==> src/rtl/rdq_pkg.sv <==
// shared constants, codes and control types for the reversible deque
`default_nettype none

package rdq_pkg;

    localparam int DEPTH  = 1024;
    localparam int ADDR_W = $clog2(DEPTH);
    localparam int CNT_W  = $clog2(DEPTH + 1);
    localparam int SUM_W  = ADDR_W + 1;
    localparam int WORD_W = 32;

    // fixed field widths
    localparam int ACT_W  = 3;
    localparam int STAT_W = 2;
    localparam int OCC_W  = 11;

    // stream widths
    localparam int S_DATA_W = 32;
    localparam int S_USER_W = ACT_W;
    localparam int M_DATA_W = 48;
    localparam int M_USER_W = STAT_W;

    localparam logic [ADDR_W-1:0] LAST_IDX = ADDR_W'(DEPTH - 1);
    localparam logic [SUM_W-1:0]  DEPTH_S  = SUM_W'(DEPTH);
    localparam logic [CNT_W-1:0]  DEPTH_C  = CNT_W'(DEPTH);

    // action codes
    localparam logic [ACT_W-1:0] ACT_PUSH_FRONT = 3'd0;
    localparam logic [ACT_W-1:0] ACT_PUSH_BACK  = 3'd1;
    localparam logic [ACT_W-1:0] ACT_POP_FRONT  = 3'd2;
    localparam logic [ACT_W-1:0] ACT_POP_BACK   = 3'd3;
    localparam logic [ACT_W-1:0] ACT_REVERSE    = 3'd4;

    // result status codes
    localparam logic [STAT_W-1:0] ST_DONE  = 2'd0;
    localparam logic [STAT_W-1:0] ST_VALID = 2'd1;
    localparam logic [STAT_W-1:0] ST_EMPTY = 2'd2;
    localparam logic [STAT_W-1:0] ST_FULL  = 2'd3;

    // controller to datapath
    typedef struct packed {
        logic take;
        logic capture;
    } rdq_cmd_t;

    // datapath to controller
    typedef struct packed {
        logic needs_read;
    } rdq_stat_t;

endpackage

`default_nettype wire

==> src/rtl/rdq_ctrl.sv <==
// sequencing state machine for the reversible deque
`default_nettype none

module rdq_ctrl (
    input  wire logic              clk,
    input  wire logic              rst_n,
    input  wire logic              s_tvalid,
    output logic                   s_tready,
    output logic                   m_tvalid,
    input  wire logic              m_tready,
    input  wire rdq_pkg::rdq_stat_t stat,
    output rdq_pkg::rdq_cmd_t      cmd
);

    typedef enum logic [2:0] {
        S_IDLE = 3'b001,
        S_READ = 3'b010,
        S_SEND = 3'b100
    } state_t;

    state_t state_reg;
    state_t state_next;

    always_comb
    begin
        state_next  = state_reg;
        s_tready    = 1'b0;
        m_tvalid    = 1'b0;
        cmd.take    = 1'b0;
        cmd.capture = 1'b0;
        case (state_reg)
            S_IDLE:
            begin
                s_tready = 1'b1;
                if (s_tvalid)
                begin
                    cmd.take   = 1'b1;
                    state_next = stat.needs_read ? S_READ : S_SEND;
                end
            end
            S_READ:
            begin
                // ram data is out now
                cmd.capture = 1'b1;
                state_next  = S_SEND;
            end
            S_SEND:
            begin
                m_tvalid = 1'b1;
                if (m_tready)
                begin
                    state_next = S_IDLE;
                end
            end
            default:
            begin
                state_next = S_IDLE;
            end
        endcase
    end

    always_ff @(posedge clk or negedge rst_n)
    begin
        if (!rst_n)
        begin
            state_reg <= S_IDLE;
        end
        else
        begin
            state_reg <= state_next;
        end
    end

endmodule

`default_nettype wire

==> config.mk <==
export PLATFORM = sky130hd
export DESIGN_NAME = rdq_ctrl
export DESIGN_NICKNAME = d
export VERILOG_FILES = /design/src/rtl/rdq_pkg.sv /design/src/rtl/rdq_ctrl.sv
export SDC_FILE = /design/constraint.sdc
export NUM_CORES = 1
export LEC_CHECK = 0
export ABC_CLOCK_PERIOD_IN_PS = 1580
export BUFFER_PORTS_ARGS = -buffer_cell sky130_fd_sc_hd__buf_2
export CORE_AREA = 3 3 40 42
export CTS_CLUSTER_DIAMETER = 100
export DETAILED_ROUTE_END_ITERATION = 10
export DIE_AREA = 0 0 43 45
export SKIP_LAST_GASP = 1
export SLEW_MARGIN = 20
export SYNTH_ARGS = -nofsm -noshare
export SYNTH_HDL_FRONTEND = slang
export SYNTH_SLANG_ARGS = --single-unit
==> constraint.sdc <==
create_clock -name clk -period 1.58 [get_ports clk]
set_clock_uncertainty 0.1 [all_clocks]
set_input_delay 0.079 -clock clk [delete_from_list [all_inputs] [get_ports clk]]
set_output_delay 0.079 -clock clk [all_outputs]
set_load 0.05 [all_outputs]
==> summary.txt <==
Pwr
  • Switching power as a share of total power: 0.468
  • Pwr per Cell Area: a little over 2000 nW/um^2
  • Logic pwr share: 0.466
  • Worst VDD drop: 0.637 mV
  • LEAKAGE: 0.129 nW
  • Clock power frac: 0.249
  • Sequential share of power: 0.285
  • Net switching power figure: 0.000261 W
  • P_int: 0.000297 W

GRT
  • First-pass GRT wire length: 655 um
  • Sum of overflow across all layers after global routing: 0
  • Maximum number of pins on one net before global-route repair: 7
  • Initial antenna violation count: 0
  • Overall fraction of global-route tracks in use: 0.0509
  • Via count of the first global-routing pass: 153

Yosys
  • Top cells by area, synth: dfrtp_1, dfstp_2, and4bb_2
  • Adder and majority gate portion of the synthesized area: 0
  • YS warnings: 0
  • Post-synthesis register bit count: 3
  • Number of enable-type register cells in the synthesized netlist: 0
  • Synth top cells by count: dfrtp_1, nor3_1
  • Multiplexer share of the synthesized area: 0
  • Synth Area in Compound Gates: 0.0556
  • Post-synthesis sequential area ratio: 0.484
  • Number of distinct standard cells referenced by the synthesized netlist: 11
  • Simple-gate share of the synthesized area: 0.437
  • Share of async-settable or async-resettable flops after synthesis: 1.00
  • Proportion of netlist area held by the largest area contributor: 0.317
  • Combined area of all synthesized cells: approximately 160 sq um
  • Main combinational cell family by area after synthesis: simple AND/OR/NAND/NOR gates
  • Cell count after synthesis: 13
  • Mean instance size in the synthesized netlist: around 12 sq um
  • Most frequently used flop master after synthesis: dfrtp_1
  • Total nets after synthesis: 18
  • Cell type with the largest total area after synthesis: dfrtp_1
  • Xor and xnor fraction of the mapped netlist area: 0

Run status
  • Result of the run: finished clean

Worst setup path
  • Start-to-end type of the worst setup path: reg -> out
  • Highest fanout seen on the critical path: 6
  • Endpoint arrival time on the critical path: 1.34 ns
  • Worst setup startpoint: state_reg[0]
  • Launch point of the worst reg-to-reg path: state_reg[0]
  • Critical path endpoint category: primary output
  • Worst path max stage delay: around 0.57 ns
  • Crit path required time: roughly 1.4 ns
  • Number of cell instances on the worst register-to-register path: 2
  • CP startpoint kind: flop
  • Cells traversed along the worst timing path: and4bb_2 -> buf_2
  • Crit path max-delay family: flip-flops
  • Number of cells on the critical path: 2
  • Slowest-stage cell, CP: dfstp_2
  • Buffer and inverter count on the worst path: 1

Cells and area
  • Number of nets in the layout: 33
  • Utilization of the core after routing: 0.212
  • Layout overhead on the synthesized area: 73.0%
  • Total inserted antenna cells: 0
  • Cell Count, Final, Fillers Out: 42
  • Fill cell count: 142
  • Max FFs per register: 3
  • Layout cell share with drive strength beyond 1: 0.630

Routing
  • Met1 routed wirelength after detailed routing: 204 um
  • Final ANT Viol Nets: 0
  • Post-detailed-route DRC marker count: 0
  • Highest layer used for signal routing: met4
  • Routed via count divided by cell count: between 3 and 4
  • Drt pass-1 iters: 4
  • Met2 layer wire length in the routed design: 109 um
  • Wirelength per Cell: 9.24 um
  • Total via count after detailed routing: 155
  • Total routed wirelength: 388 um
  • Met3 wire length: 57 um
  • Count of routing violations after the opening detailed-route iteration: 6

Floorplan
  • Num ports: 9
  • Floorplan die height: 45 um
  • Cell row count: 13
  • Die Outline Area: 1940 sq um
  • Floorplan core area: around 1300 sq um
  • Horizontal extent of the die: 43 um
  • Effective utilization at floorplan: 0.123

Place
  • Detailed-placement wirelength estimate: 293 um
  • Final estimated routing congestion in global placement: 0.774
  • Count of port buffers added during placement: 8
  • Placed Cells: 36

Timing
  • Least-Margin Pin Slew: 0.384 ns
  • Final slew viol count: 0
  • Summed negative setup slack over all endpoints: 0 ns
  • Max transition margin: 0.740
  • Final Cycle Share: 0.958
  • Setup violations, final: 0
  • RSZ-0062 raised after global routing: false
  • Final Hold Fails: 0
  • Highest achievable clock rate: 0.660 GHz
  • Time the worst path needs with I/O delays and setup: 1.51 ns

Worst hold path
  • Worst min path class: in -> reg
  • Launch point of the worst hold path: m_tready
  • Worst Hold Depth: 3

Clock tree
  • Number of buffers added by the clock tree synthesis step: 3
  • Post-cts sizing count: 0
  • Clk slew on worst S/H paths: 0.04 ns
  • Clk Tree Root Cell: clkbuf_4
  • Setup repair bufs after CTS: 0
  • Maximum level of the CTS H-tree: 1
  • Number of buffers between clock root and the deepest sink: 2
  • TritonCTS clock tree: built
  • Clock network latency to the later pin of the worst-skew pair: 0.24 ns
  • Number of clock sinks seen by CTS: 3

Flow run
  • Max Cap Violations: 0
[power by group through the flow]
| stage | logic, W | clock network [W] | registers [W] |
|---|---|---|---|
| floorplan | 0.000213 | 0 | 0.000150 |
| global placement | 0.000258 | 0 | 0.000161 |
| detailed placement | 0.000259 | 0 | 0.000161 |
| CTS | 0.000264 | 0.000144 | 0.000158 |
| global route | 0.000280 | 0.000145 | 0.000169 |
| finish | 0.000260 | 0.000139 | 0.000159 |
[path summary, 6_finish.rpt]
check | to | slack, ns
setup / recovery | cmd[1] | 0.07
setup reg to reg | state_reg[2] | 0.40
min in group asynchronous | state_reg[2] | 0.07
hold reg to reg | state_reg[2] | 0.59
max in group asynchronous | state_reg[0] | 1.12
hold / removal | state_reg[0] | 0.04
[area by class of cell]
cell class	instances	area, sq um	area share
timing repair buffer	10	60.1	0.220
sequential	3	76.3	0.280
clock buffer	4	26.3	0.0963
multi-input combinational	9	87.6	0.321
inverter	1	3.75	0.0138
tap	15	18.8	0.0688
[repair_timing]
item,in CTS,in global routing
setup endpoints to repair,0,0
hold endpoints to repair,4,0
hold buffers,2,0
[through the flow]
stage | hold slack, ns | total power, W | setup slack (ns) | cell area (sq um)
6_report | 0.0361 | 0.000558 | 0.0656 | 273
3_5_place_dp | -0.217 | 0.000420 | 0.314 | 226
3_3_place_gp | -0.221 | 0.000419 | 0.315 | 226
4_1_cts | 0.0351 | 0.000566 | 0.0561 | 273
5_1_grt | 0.0725 | 0.000594 | 0.0278 | 273
2_1_floorplan | -0.317 | 0.000363 | 0.0812 | 168
[worst register-to-register path: cells and delay by family (launching register included)]
family | cells | cell delay (ns)
simple gates | 1 | 0.28
compound gates | 1 | 0.16
flops | 1 | 0.57
[kinds of logic (layout without fill, tap and decap cells)]
logic type,after synthesis,in the layout
AOI/OAI and AO/OA,1,1
buffers and inverters,1,15
DFF,3,3
and+or+nand+nor,8,8
[routing by layer]
layer  global-route usage  vias to the layer above
met4               0.0723                        0
met3               0.0199                        2
met1               0.0654                       64
met5                    0                        -
li1                     -                       78
met2               0.0509                       11
[cell usage in the layout (no fill, tap or decap)]
cell and n:
a211o_1 1, and2_2 1, and4bb_2 1, buf_2 8
clkbuf_1 1, clkbuf_4 3, dfrtp_1 2, dfstp_2 1
dlygate4sd3_1 2, inv_1 1, nor3_1 1, nor3_2 1
nor3b_2 2, nor4b_1 1, nor4bb_1 1
No activity file was read; power rests on OpenSTA's default activity.
